File: config.mk
export PLATFORM = sky130hd
export DESIGN_NAME = unix_time_to_calendar_flat
export DESIGN_NICKNAME = d
export VERILOG_FILES = /design/src/rtl/utc_pkg.sv /design/src/rtl/utc_stamp_if.sv /design/src/rtl/utc_date_if.sv /design/src/rtl/utc_ctrl.sv /design/src/rtl/utc_dp.sv /design/src/rtl/unix_time_to_calendar.sv /design/src/flat_wrapper.sv
export SDC_FILE = /design/constraint.sdc
export NUM_CORES = 1
export LEC_CHECK = 0
export BUFFER_PORTS_ARGS = -buffer_cell sky130_fd_sc_hd__clkbuf_2
export CAP_MARGIN = 10
export CORE_ASPECT_RATIO = 0.7
export CORE_MARGIN = 5
export CORE_UTILIZATION = 45
export CTS_CLUSTER_SIZE = 16
export DETAILED_ROUTE_END_ITERATION = 8
export PLACE_DENSITY_LB_ADDON = 0.2
export SLEW_MARGIN = 15
export SYNTH_ARGS = -nofsm -noshare
export SYNTH_HDL_FRONTEND = slang
export SYNTH_SLANG_ARGS = --single-unit
File: constraint.sdc
create_clock -name clk_i -period 6.9 [get_ports clk_i]
set_input_delay 1.035 -clock clk_i [delete_from_list [all_inputs] [get_ports clk_i]]
set_output_delay 1.035 -clock clk_i [all_outputs]
set_load 0.05 [all_outputs]
File: src/rtl/utc_pkg.sv
// Shared types, constants and helper functions for the timestamp-to-calendar block.
`default_nettype none

package utc_pkg;

  // Calendar and clock constants
  localparam logic [11:0] EpochYear    = 12'd1970;
  localparam logic [11:0] LastYear     = 12'd2106;
  localparam logic [11:0] SkipLeapYear = 12'd2100;  // only century non-leap year in range
  localparam logic [2:0]  EpochWeekday = 3'd4;      // 1970-01-01 was a Thursday
  localparam logic [3:0]  LastMonth    = 4'd12;
  localparam logic [4:0]  MonthDaysMax = 5'd31;
  localparam logic [8:0]  YearDays     = 9'd365;
  localparam logic [8:0]  LeapYearDays = 9'd366;

  localparam logic [31:0] SecsPerDay  = 32'd86400;
  localparam logic [31:0] SecsPerHour = 32'd3600;
  localparam logic [31:0] SecsPerMin  = 32'd60;

  // Quotient widths of the three restoring divisions
  localparam int unsigned DayBits  = 16;  // max 49710 days
  localparam int unsigned HourBits = 5;   // 0..23
  localparam int unsigned MinBits  = 6;   // 0..59
  localparam int unsigned IdxW     = 4;   // covers bit index DayBits-1

  // Datapath operations
  typedef enum logic [2:0] {
    OP_NOP,
    OP_LOAD,
    OP_DIV_DAY,
    OP_DIV_HOUR,
    OP_DIV_MIN,
    OP_YEAR,
    OP_MONTH,
    OP_FINISH
  } op_e;

  typedef struct packed {
    op_e             op;
    logic [IdxW-1:0] idx;  // quotient bit under trial
  } cmd_t;

  typedef struct packed {
    logic year_done;
    logic month_done;
  } status_t;

  // Gregorian leap rule, exact over 1970..2106
  function automatic logic is_leap(input logic [11:0] y);
    is_leap = (y[1:0] == 2'b00) && (y != SkipLeapYear);
  endfunction

  // Month lengths: 31,28/29,31,30,31,30,31,31,30,31,30,31
  function automatic logic [4:0] month_len(input logic [3:0] m, input logic leap);
    case (m)
      4'd2:                      month_len = leap ? 5'd29 : 5'd28;
      4'd4, 4'd6, 4'd9, 4'd11:   month_len = 5'd30;
      default:                   month_len = 5'd31;
    endcase
  endfunction

  function automatic logic [2:0] mod7(input logic [4:0] v);
    logic [4:0] r;
    r = v;
    for (int i = 0; i < 4; i++) begin
      if (r >= 5'd7) begin
        r = r - 5'd7;
      end
    end
    mod7 = r[2:0];
  endfunction

  function automatic logic [2:0] wd_add(input logic [2:0] a, input logic [2:0] b);
    logic [3:0] s;
    s = {1'b0, a} + {1'b0, b};
    if (s >= 4'd7) begin
      s = s - 4'd7;
    end
    wd_add = s[2:0];
  endfunction

endpackage

`default_nettype wire

File: src/rtl/utc_stamp_if.sv
// Input channel: one timestamp per beat.
`default_nettype none

interface utc_stamp_if;
  logic        valid;
  logic        ready;
  logic [31:0] epoch_seconds;

  modport source (output valid, output epoch_seconds, input ready);
  modport sink   (input valid, input epoch_seconds, output ready);
endinterface

`default_nettype wire

File: src/rtl/utc_date_if.sv
// Output channel: one calendar date and time of day per beat.
`default_nettype none

interface utc_date_if;
  logic        valid;
  logic        ready;
  logic [11:0] year;
  logic [3:0]  month;
  logic [4:0]  day_of_month;
  logic [2:0]  weekday;
  logic [4:0]  hour;
  logic [5:0]  minute;
  logic [5:0]  second;

  modport source (output valid, output year, output month, output day_of_month,
                  output weekday, output hour, output minute, output second,
                  input ready);
  modport sink   (input valid, input year, input month, input day_of_month,
                  input weekday, input hour, input minute, input second,
                  output ready);
endinterface

`default_nettype wire

File: src/rtl/utc_ctrl.sv
// Sequencer for the conversion: divisions, year and month walks, result hand-off.
`default_nettype none

module utc_ctrl (
  input  wire logic             clk_i,
  input  wire logic             rst_ni,
  input  wire logic             in_valid_i,
  output logic                  in_ready_o,
  output logic                  out_valid_o,
  input  wire logic             out_ready_i,
  input  wire utc_pkg::status_t status_i,
  output utc_pkg::cmd_t         cmd_o
);

  typedef enum logic [2:0] {
    ST_IDLE,
    ST_DAY,
    ST_HOUR,
    ST_MIN,
    ST_YEARS,
    ST_MONTHS,
    ST_FINISH
  } state_e;

  state_e                     state_q, state_d;
  logic [utc_pkg::IdxW-1:0]   cnt_q, cnt_d;
  logic                       out_valid_q, out_valid_d;
  logic                       finish_ok;

  assign finish_ok   = !out_valid_q || out_ready_i;
  assign in_ready_o  = (state_q == ST_IDLE);
  assign out_valid_o = out_valid_q;

  always_comb begin
    state_d   = state_q;
    cnt_d     = cnt_q;
    cmd_o.op  = utc_pkg::OP_NOP;
    cmd_o.idx = cnt_q;
    // a waiting result leaves once taken
    out_valid_d = out_valid_q && !out_ready_i;
    case (state_q)
      ST_IDLE: begin
        if (in_valid_i) begin
          cmd_o.op = utc_pkg::OP_LOAD;
          cnt_d    = utc_pkg::IdxW'(utc_pkg::DayBits - 1);
          state_d  = ST_DAY;
        end
      end
      ST_DAY: begin
        cmd_o.op = utc_pkg::OP_DIV_DAY;
        cnt_d    = cnt_q - utc_pkg::IdxW'(1);
        if (cnt_q == '0) begin
          cnt_d   = utc_pkg::IdxW'(utc_pkg::HourBits - 1);
          state_d = ST_HOUR;
        end
      end
      ST_HOUR: begin
        cmd_o.op = utc_pkg::OP_DIV_HOUR;
        cnt_d    = cnt_q - utc_pkg::IdxW'(1);
        if (cnt_q == '0) begin
          cnt_d   = utc_pkg::IdxW'(utc_pkg::MinBits - 1);
          state_d = ST_MIN;
        end
      end
      ST_MIN: begin
        cmd_o.op = utc_pkg::OP_DIV_MIN;
        cnt_d    = cnt_q - utc_pkg::IdxW'(1);
        if (cnt_q == '0) begin
          state_d = ST_YEARS;
        end
      end
      ST_YEARS: begin
        cmd_o.op = utc_pkg::OP_YEAR;
        if (status_i.year_done) begin
          state_d = ST_MONTHS;
        end
      end
      ST_MONTHS: begin
        cmd_o.op = utc_pkg::OP_MONTH;
        if (status_i.month_done) begin
          state_d = ST_FINISH;
        end
      end
      ST_FINISH: begin
        if (finish_ok) begin
          cmd_o.op    = utc_pkg::OP_FINISH;
          out_valid_d = 1'b1;
          state_d     = ST_IDLE;
        end
      end
      default: begin
        state_d = ST_IDLE;
      end
    endcase
  end

  always_ff @(posedge clk_i or negedge rst_ni) begin
    if (!rst_ni) begin
      state_q     <= ST_IDLE;
      cnt_q       <= '0;
      out_valid_q <= 1'b0;
    end else begin
      state_q     <= state_d;
      cnt_q       <= cnt_d;
      out_valid_q <= out_valid_d;
    end
  end

  // output register never overwritten while a beat is still pending
  a_finish_free: assert property (@(posedge clk_i) disable iff (!rst_ni)
    (cmd_o.op == utc_pkg::OP_FINISH) |-> finish_ok)
    else $error("result loaded over a pending beat");

  a_valid_source: assert property (@(posedge clk_i) disable iff (!rst_ni)
    $rose(out_valid_q) |-> $past(cmd_o.op == utc_pkg::OP_FINISH))
    else $error("result valid without a finish step");

  a_accept_start: assert property (@(posedge clk_i) disable iff (!rst_ni)
    (in_valid_i && in_ready_o) |=>
      (state_q == ST_DAY && cnt_q == utc_pkg::IdxW'(utc_pkg::DayBits - 1)))
    else $error("accepted beat did not start the day division");

endmodule

`default_nettype wire

File: src/rtl/utc_dp.sv
// Datapath: zone shift, shared restoring divider, year/month walk, result registers.
`default_nettype none

module utc_dp (
  input  wire logic             clk_i,
  input  wire logic             rst_ni,
  input  wire logic             cfg_we_i,
  input  wire logic signed [4:0] cfg_wdata_i,
  input  wire logic [31:0]      epoch_seconds_i,
  input  wire utc_pkg::cmd_t    cmd_i,
  output utc_pkg::status_t      status_o,
  output logic [11:0]           year_o,
  output logic [3:0]            month_o,
  output logic [4:0]            day_of_month_o,
  output logic [2:0]            weekday_o,
  output logic [4:0]            hour_o,
  output logic [5:0]            minute_o,
  output logic [5:0]            second_o
);

  // zone offset kept pre-scaled to seconds, wraps mod 2^32
  logic [31:0] zone_shift_q, zone_shift_d;
  logic [31:0] zone_ext;

  assign zone_ext     = {{27{cfg_wdata_i[4]}}, cfg_wdata_i};
  assign zone_shift_d = zone_ext * utc_pkg::SecsPerHour;

  always_ff @(posedge clk_i or negedge rst_ni) begin
    if (!rst_ni) begin
      zone_shift_q <= '0;
    end else if (cfg_we_i) begin
      zone_shift_q <= zone_shift_d;
    end
  end

  logic [31:0]                 rem_q, rem_d;
  logic [utc_pkg::DayBits-1:0] days_q, days_d;
  logic [utc_pkg::HourBits-1:0] hour_q, hour_d;
  logic [utc_pkg::MinBits-1:0] min_q, min_d;
  logic [11:0]                 year_q, year_d;
  logic [3:0]                  month_q, month_d;
  logic [2:0]                  wd_q, wd_d;

  // shared compare/subtract step of the restoring divider
  logic [31:0] div_base, div_shift;
  logic        div_ge;

  always_comb begin
    case (cmd_i.op)
      utc_pkg::OP_DIV_HOUR: div_base = utc_pkg::SecsPerHour;
      utc_pkg::OP_DIV_MIN:  div_base = utc_pkg::SecsPerMin;
      default:              div_base = utc_pkg::SecsPerDay;
    endcase
  end

  assign div_shift = div_base << cmd_i.idx;
  assign div_ge    = (rem_q >= div_shift);

  logic       leap;
  logic [8:0] ylen;
  logic [4:0] mlen;

  assign leap = utc_pkg::is_leap(year_q);
  assign ylen = leap ? utc_pkg::LeapYearDays : utc_pkg::YearDays;
  assign mlen = utc_pkg::month_len(month_q, leap);

  assign status_o.year_done  = (days_q < utc_pkg::DayBits'(ylen));
  assign status_o.month_done = (days_q < utc_pkg::DayBits'(mlen)) ||
                               (month_q == utc_pkg::LastMonth);

  always_comb begin
    rem_d   = rem_q;
    days_d  = days_q;
    hour_d  = hour_q;
    min_d   = min_q;
    year_d  = year_q;
    month_d = month_q;
    wd_d    = wd_q;
    case (cmd_i.op)
      utc_pkg::OP_LOAD: begin
        rem_d   = epoch_seconds_i + zone_shift_q;
        days_d  = '0;
        hour_d  = '0;
        min_d   = '0;
        year_d  = utc_pkg::EpochYear;
        month_d = 4'd1;
        wd_d    = utc_pkg::EpochWeekday;
      end
      utc_pkg::OP_DIV_DAY: begin
        if (div_ge) rem_d = rem_q - div_shift;
        days_d = {days_q[utc_pkg::DayBits-2:0], div_ge};
      end
      utc_pkg::OP_DIV_HOUR: begin
        if (div_ge) rem_d = rem_q - div_shift;
        hour_d = {hour_q[utc_pkg::HourBits-2:0], div_ge};
      end
      utc_pkg::OP_DIV_MIN: begin
        if (div_ge) rem_d = rem_q - div_shift;
        min_d = {min_q[utc_pkg::MinBits-2:0], div_ge};
      end
      utc_pkg::OP_YEAR: begin
        if (!status_o.year_done) begin
          days_d = days_q - utc_pkg::DayBits'(ylen);
          year_d = year_q + 12'd1;
          // 365 = 1 mod 7, 366 = 2 mod 7
          wd_d   = utc_pkg::wd_add(wd_q, leap ? 3'd2 : 3'd1);
        end
      end
      utc_pkg::OP_MONTH: begin
        if (!status_o.month_done) begin
          days_d  = days_q - utc_pkg::DayBits'(mlen);
          month_d = month_q + 4'd1;
          wd_d    = utc_pkg::wd_add(wd_q, utc_pkg::mod7(mlen));
        end
      end
      default: begin
      end
    endcase
  end

  always_ff @(posedge clk_i) begin
    rem_q   <= rem_d;
    days_q  <= days_d;
    hour_q  <= hour_d;
    min_q   <= min_d;
    year_q  <= year_d;
    month_q <= month_d;
    wd_q    <= wd_d;
  end

  // result register
  always_ff @(posedge clk_i) begin
    if (cmd_i.op == utc_pkg::OP_FINISH) begin
      year_o         <= year_q;
      month_o        <= month_q;
      day_of_month_o <= days_q[4:0] + 5'd1;
      weekday_o      <= utc_pkg::wd_add(wd_q, utc_pkg::mod7(days_q[4:0]));
      hour_o         <= hour_q;
      minute_o       <= min_q;
      second_o       <= rem_q[5:0];
    end
  end

  a_year_range: assert property (@(posedge clk_i) disable iff (!rst_ni)
    (cmd_i.op == utc_pkg::OP_MONTH) |->
      (year_q >= utc_pkg::EpochYear && year_q <= utc_pkg::LastYear))
    else $error("year walk left the representable range");

  a_finish_fields: assert property (@(posedge clk_i) disable iff (!rst_ni)
    (cmd_i.op == utc_pkg::OP_FINISH) |->
      (month_q >= 4'd1 && month_q <= utc_pkg::LastMonth &&
       days_q < utc_pkg::DayBits'(utc_pkg::MonthDaysMax) &&
       hour_q < utc_pkg::HourBits'(24) && rem_q < utc_pkg::SecsPerMin))
    else $error("conversion finished with fields out of range");

endmodule

`default_nettype wire

File: src/rtl/unix_time_to_calendar.sv
// Top level: Unix timestamp to Gregorian date, time of day and weekday.
`default_nettype none

// Converts a 32-bit count of seconds since 1970-01-01 00:00:00 UTC into year,
// month, day of month, weekday (0 = Sunday), hour, minute and second. The
// zone offset register (signed whole hours, reset 0) is written through
// cfg_we_i/cfg_wdata_i; the user must write it only while the block is idle,
// which the block itself does not enforce. Offset*3600 is added to the
// stamp modulo 2^32, so small stamps with a negative offset land in 2106 and
// large ones with a positive offset land in early 1970.
// One stamp is converted at a time. After a beat is accepted the sequencer
// runs a 16-step restoring division by 86400, then 5 steps for the hour and
// 6 for the minute on one shared compare/subtract unit, then walks one year
// per cycle and one month per cycle, then loads the result register. The
// conversion time grows with the number of whole years past 1970 (0..136) and
// with the month (1..12), and is longest for December 2105. The result
// register frees the input side: the next stamp is taken while a finished
// result still waits for its beat, and a new result only waits if the
// previous one has not been taken by the time it is ready. Weekday is
// tracked mod 7 alongside the walk, starting from Thursday at the epoch.
module unix_time_to_calendar (
  input  wire logic              clk_i,
  input  wire logic              rst_ni,
  input  wire logic              cfg_we_i,
  input  wire logic signed [4:0] cfg_wdata_i,
  utc_stamp_if.sink              stamp_i,
  utc_date_if.source             date_o
);

  utc_pkg::cmd_t    cmd;
  utc_pkg::status_t status;
  logic             in_ready;
  logic             out_valid;

  utc_ctrl u_ctrl (
    .clk_i       (clk_i),
    .rst_ni      (rst_ni),
    .in_valid_i  (stamp_i.valid),
    .in_ready_o  (in_ready),
    .out_valid_o (out_valid),
    .out_ready_i (date_o.ready),
    .status_i    (status),
    .cmd_o       (cmd)
  );

  utc_dp u_dp (
    .clk_i           (clk_i),
    .rst_ni          (rst_ni),
    .cfg_we_i        (cfg_we_i),
    .cfg_wdata_i     (cfg_wdata_i),
    .epoch_seconds_i (stamp_i.epoch_seconds),
    .cmd_i           (cmd),
    .status_o        (status),
    .year_o          (date_o.year),
    .month_o         (date_o.month),
    .day_of_month_o  (date_o.day_of_month),
    .weekday_o       (date_o.weekday),
    .hour_o          (date_o.hour),
    .minute_o        (date_o.minute),
    .second_o        (date_o.second)
  );

  assign stamp_i.ready = in_ready;
  assign date_o.valid  = out_valid;

endmodule

`default_nettype wire

File: src/flat_wrapper.sv
// flat-port wrapper written by rule: the top's interface ports become plain ports
module unix_time_to_calendar_flat 
  (clk_i, rst_ni, cfg_we_i, cfg_wdata_i, stamp_i_valid, stamp_i_epoch_seconds, stamp_i_ready, date_o_valid, date_o_year, date_o_month, date_o_day_of_month, date_o_weekday, date_o_hour, date_o_minute, date_o_second, date_o_ready);
  utc_stamp_if stamp_i_i ();
  utc_date_if date_o_i ();
  input  wire logic clk_i;
  input  wire logic rst_ni;
  input  wire logic cfg_we_i;
  input  wire logic signed [4:0] cfg_wdata_i;
  input wire logic [$bits(stamp_i_i.valid)-1:0] stamp_i_valid;
  input wire logic [$bits(stamp_i_i.epoch_seconds)-1:0] stamp_i_epoch_seconds;
  output wire logic [$bits(stamp_i_i.ready)-1:0] stamp_i_ready;
  output wire logic [$bits(date_o_i.valid)-1:0] date_o_valid;
  output wire logic [$bits(date_o_i.year)-1:0] date_o_year;
  output wire logic [$bits(date_o_i.month)-1:0] date_o_month;
  output wire logic [$bits(date_o_i.day_of_month)-1:0] date_o_day_of_month;
  output wire logic [$bits(date_o_i.weekday)-1:0] date_o_weekday;
  output wire logic [$bits(date_o_i.hour)-1:0] date_o_hour;
  output wire logic [$bits(date_o_i.minute)-1:0] date_o_minute;
  output wire logic [$bits(date_o_i.second)-1:0] date_o_second;
  input wire logic [$bits(date_o_i.ready)-1:0] date_o_ready;
  assign stamp_i_i.valid = stamp_i_valid;
  assign stamp_i_i.epoch_seconds = stamp_i_epoch_seconds;
  assign stamp_i_ready = stamp_i_i.ready;
  assign date_o_valid = date_o_i.valid;
  assign date_o_year = date_o_i.year;
  assign date_o_month = date_o_i.month;
  assign date_o_day_of_month = date_o_i.day_of_month;
  assign date_o_weekday = date_o_i.weekday;
  assign date_o_hour = date_o_i.hour;
  assign date_o_minute = date_o_i.minute;
  assign date_o_second = date_o_i.second;
  assign date_o_i.ready = date_o_ready;
  unix_time_to_calendar u_core (.clk_i(clk_i), .rst_ni(rst_ni), .cfg_we_i(cfg_we_i), .cfg_wdata_i(cfg_wdata_i), .stamp_i(stamp_i_i), .date_o(date_o_i));
endmodule
==> out/metrics.csv <==
metric,value,unit
status,finished clean,
synth top area cells,"edfxtp_1 (30%), ha_1 (12%), dfrtp_1 (7.0%)",
P&R area growth vs syn,11.0,%
routed via count,9786,
relative slew slack,22.5,%
post-synthesis cell count,1292,
register-to-register setup slack,670,ps
number of global-route vias before repair,8940,
hold endpoint,u_core.u_dp.minute_o[5],
die width,206,um
max-slew violations,0,
part of the cycle the worst path needs,90.2,%
Mapped Nets,1462,
Worst Path Buf+Inv,0,
Final ANT Viol Nets,0,
Post-CTS Setup Bufs,0,
CP endpoint kind,flop,
first-pass GRT wire length,48100,um
overall routed net length,29400,um
routed len/inst,17.1,um
Core ar.,26600,sq um
post-CTS resize count,0,
sequential area share after synthesis,36.6,%
final hold violations,0,
critical path type,flop to flop,
asr flop ratio synth,22.2,%
gr usage total,19.6,%
H-tree levels,4,
Die Span Y,147,um
hold buffers post-CTS,0,
Clock Tree Buf Depth,2,
FP Rows,50,
cell repeated most along the worst path,ha_1,
DRT Pass-1 Iters,5,
initial antenna violation count,0,
number of DRC markers in iteration 0,1016,
reg2reg end,u_core.u_dp.weekday_o[1],
WP data arrival,6420,ps
Place WS,547,ps
family with the most delay on the worst path,adder cells,
Tmin final,6230,ps
Ports,85,
hold path cells,0,
Slew @ Worst Pin,1160,ps
Mapped Avg Cell Area,9.35,sq um
CP max FO,11,
Critical Path RT,7090,ps
# setup viols final,0,
Synth top area share,29.6,%
top-count cell post-synth,edfxtp_1,
CTS tree,done,
Num CTS Buffers,17,
n_diodes,0,
commonest cells in the netlist,"edfxtp_1 (119), ha_1 (115), nor2_1 (113), nand2_1 (112), a21oi_1 (98)",
worst hold start,u_core.u_dp.min_q[5],
die area,30300,sq um
Starting Density,45.5,%
fraction of layout cells with a size suffix above 1,12.6,%
slowest CP cell,edfxtp_1,
setup_tns,0,ps
worst skew pair latency,440,ps
cell area after synthesis,12100,sq um
Worst setup SP type,flop,
"EDFF count, synth",119,
crit path cell chain,ha_1 > a211oi_1 > o2bb2ai_1 > ha_1 > nand2_1 > nand2_1 > nor2_1 > o22a_1 > ha_1 > a22oi_2 > nor2_1 > a211o_1 > a21o_2 > mux2_4 > ha_1 > nand2b_1 > a21oi_1 > a31o_1 > ha_1 > fa_1 > ha_1 > a21oi_1 > mux2_2,
RSZ-0062 raised after global routing,no,
Placer Congestion,0.938,
Crit Reg-Reg Startpoint,u_core.u_dp.days_q[1],
Final Util,50.5,%
clock root buffer,clkbuf_16,
Min-Delay Path Class,flop to flop,
clk_skew,12.0,ps
PortBufs,84,
Final Net Count,1516,
crit-path max cell delay,540,ps
cells on worst reg2reg path,23,
Max Freq,0.161,GHz
cell taking the most area after synthesis,edfxtp_1,
largest net degree at the start of global routing,42,
library cells used by synthesis,86,
grt total ovfl,0,
Max Cap Viol,0,
Clock Sink Count,153,
Synth Flop Type,edfxtp_1,
DRC viols,0,
PnR worst setup slack,674,ps
synth warn,0,
fillcell total,2479,
flip-flop and latch count after synthesis,153,
DP HPWL,22100,um
clock-pin slew on the worst setup and hold paths,70,ps
drt via density,5.68,
==> worst reg2reg max path, cell delays in order, from the launching register on <==
cell and delay (ps):
edfxtp_1 540, ha_1 440, a211oi_1 160, o2bb2ai_1 340, ha_1 440, nand2_1 160, nand2_1 140, nor2_1 60
o22a_1 210, ha_1 320, a22oi_2 180, nor2_1 50, a211o_1 300, a21o_2 200, mux2_4 300, ha_1 250
nand2b_1 120, a21oi_1 80, a31o_1 200, ha_1 200, fa_1 480, ha_1 250, a21oi_1 210, mux2_2 360
==> per-layer routing <==
metal  track usage (%)  vias up  wire length [um]
met5                 0        -                 0
met3              4.06       23              2090
met2              25.8      306             11500
li1                  -     4865                 -
met1              32.7     4592             15600
met4              3.72        0               218
==> kinds of logic (layout without fill, tap and decap cells) <==
family,after synthesis,in the layout,synth area share [%]
AOI/OAI and AO/OA,386,386,20.8
and+or+nand+nor,371,371,14.4
adders and majority gates,128,128,14.1
other,1,1,0.0310
xor gates and xnor gates,83,83,6.01
buffers and inverters,128,195,4.32
DFF,153,153,36.6
muxes,42,42,3.83
==> how the worst max path moves through the flow <==
stage	from	endpoint	slack, ps	cells past startpoint
floorplan	date_o_ready	u_core.u_dp.rem_q[10]	350	18
global placement	date_o_ready	u_core.u_dp.rem_q[2]	770	22
detailed placement	date_o_ready	u_core.u_dp.rem_q[2]	550	20
CTS	u_core.u_dp.days_q[0]	u_core.u_dp.weekday_o[1]	710	24
global route	u_core.u_dp.days_q[1]	u_core.u_dp.weekday_o[1]	270	23
finish	u_core.u_dp.days_q[1]	u_core.u_dp.weekday_o[1]	670	23
==> cells in the final DEF, fill, tap and decap left out, types with 15 or more instances in the layout <==
cell type  count
o22ai_1       19
edfxtp_1     119
nand3_1       28
a21oi_1       97
nor2_1       113
a21o_1        24
o21a_1        17
xor2_1        49
ha_1         115
clkbuf_16     17
inv_1         66
clkbuf_2      84
dfrtp_1       34
and2_1        15
nor3_1        16
mux2i_1       23
o21ai_0       92
mux2_2        16
xnor2_1       34
nand2_1      112
a31oi_1       16
nand2b_1      15
==> registers in the layout, summed over array words and instances, names as in the netlist, 5 cells and up <==
| register | count |
|---|---|
| u_core.u_dp.year_o | 12 |
| u_core.u_dp.day_of_month_o | 5 |
| u_core.u_dp.hour_o | 5 |
| u_core.u_dp.zone_shift_q | 26 |
| u_core.u_dp.rem_q | 32 |
| u_core.u_dp.second_o | 6 |
| u_core.u_dp.min_q | 6 |
| u_core.u_dp.minute_o | 6 |
| u_core.u_dp.days_q | 16 |
| u_core.u_dp.hour_q | 5 |
| u_core.u_dp.year_q | 12 |
==> stage by stage <==
step	hold WS, ps	area [sq um]	instances
2_1_floorplan	400	12100	1292
3_3_place_gp	403	12800	1691
6_report	423	13400	1723
5_1_grt	426	13400	1723
4_1_cts	424	13400	1723
3_5_place_dp	408	12800	1691
==> cell type report <==
cell class                      instances  area, sq um  area share, %
Tap cell                              364          455           3.39
Multi-Input combinational cell       1011         7160           53.4
Clock buffer                           18          429           3.20
Clock inverter                         14          180           1.34
Sequential cell                       153         4420           33.0
Timing Repair Buffer                   97          518           3.86
Inverter                               66          248           1.85
Power is left out: the tool's default activity adds up to more than one toggle a clock period on the data nets, which glitch-free logic cannot reach.
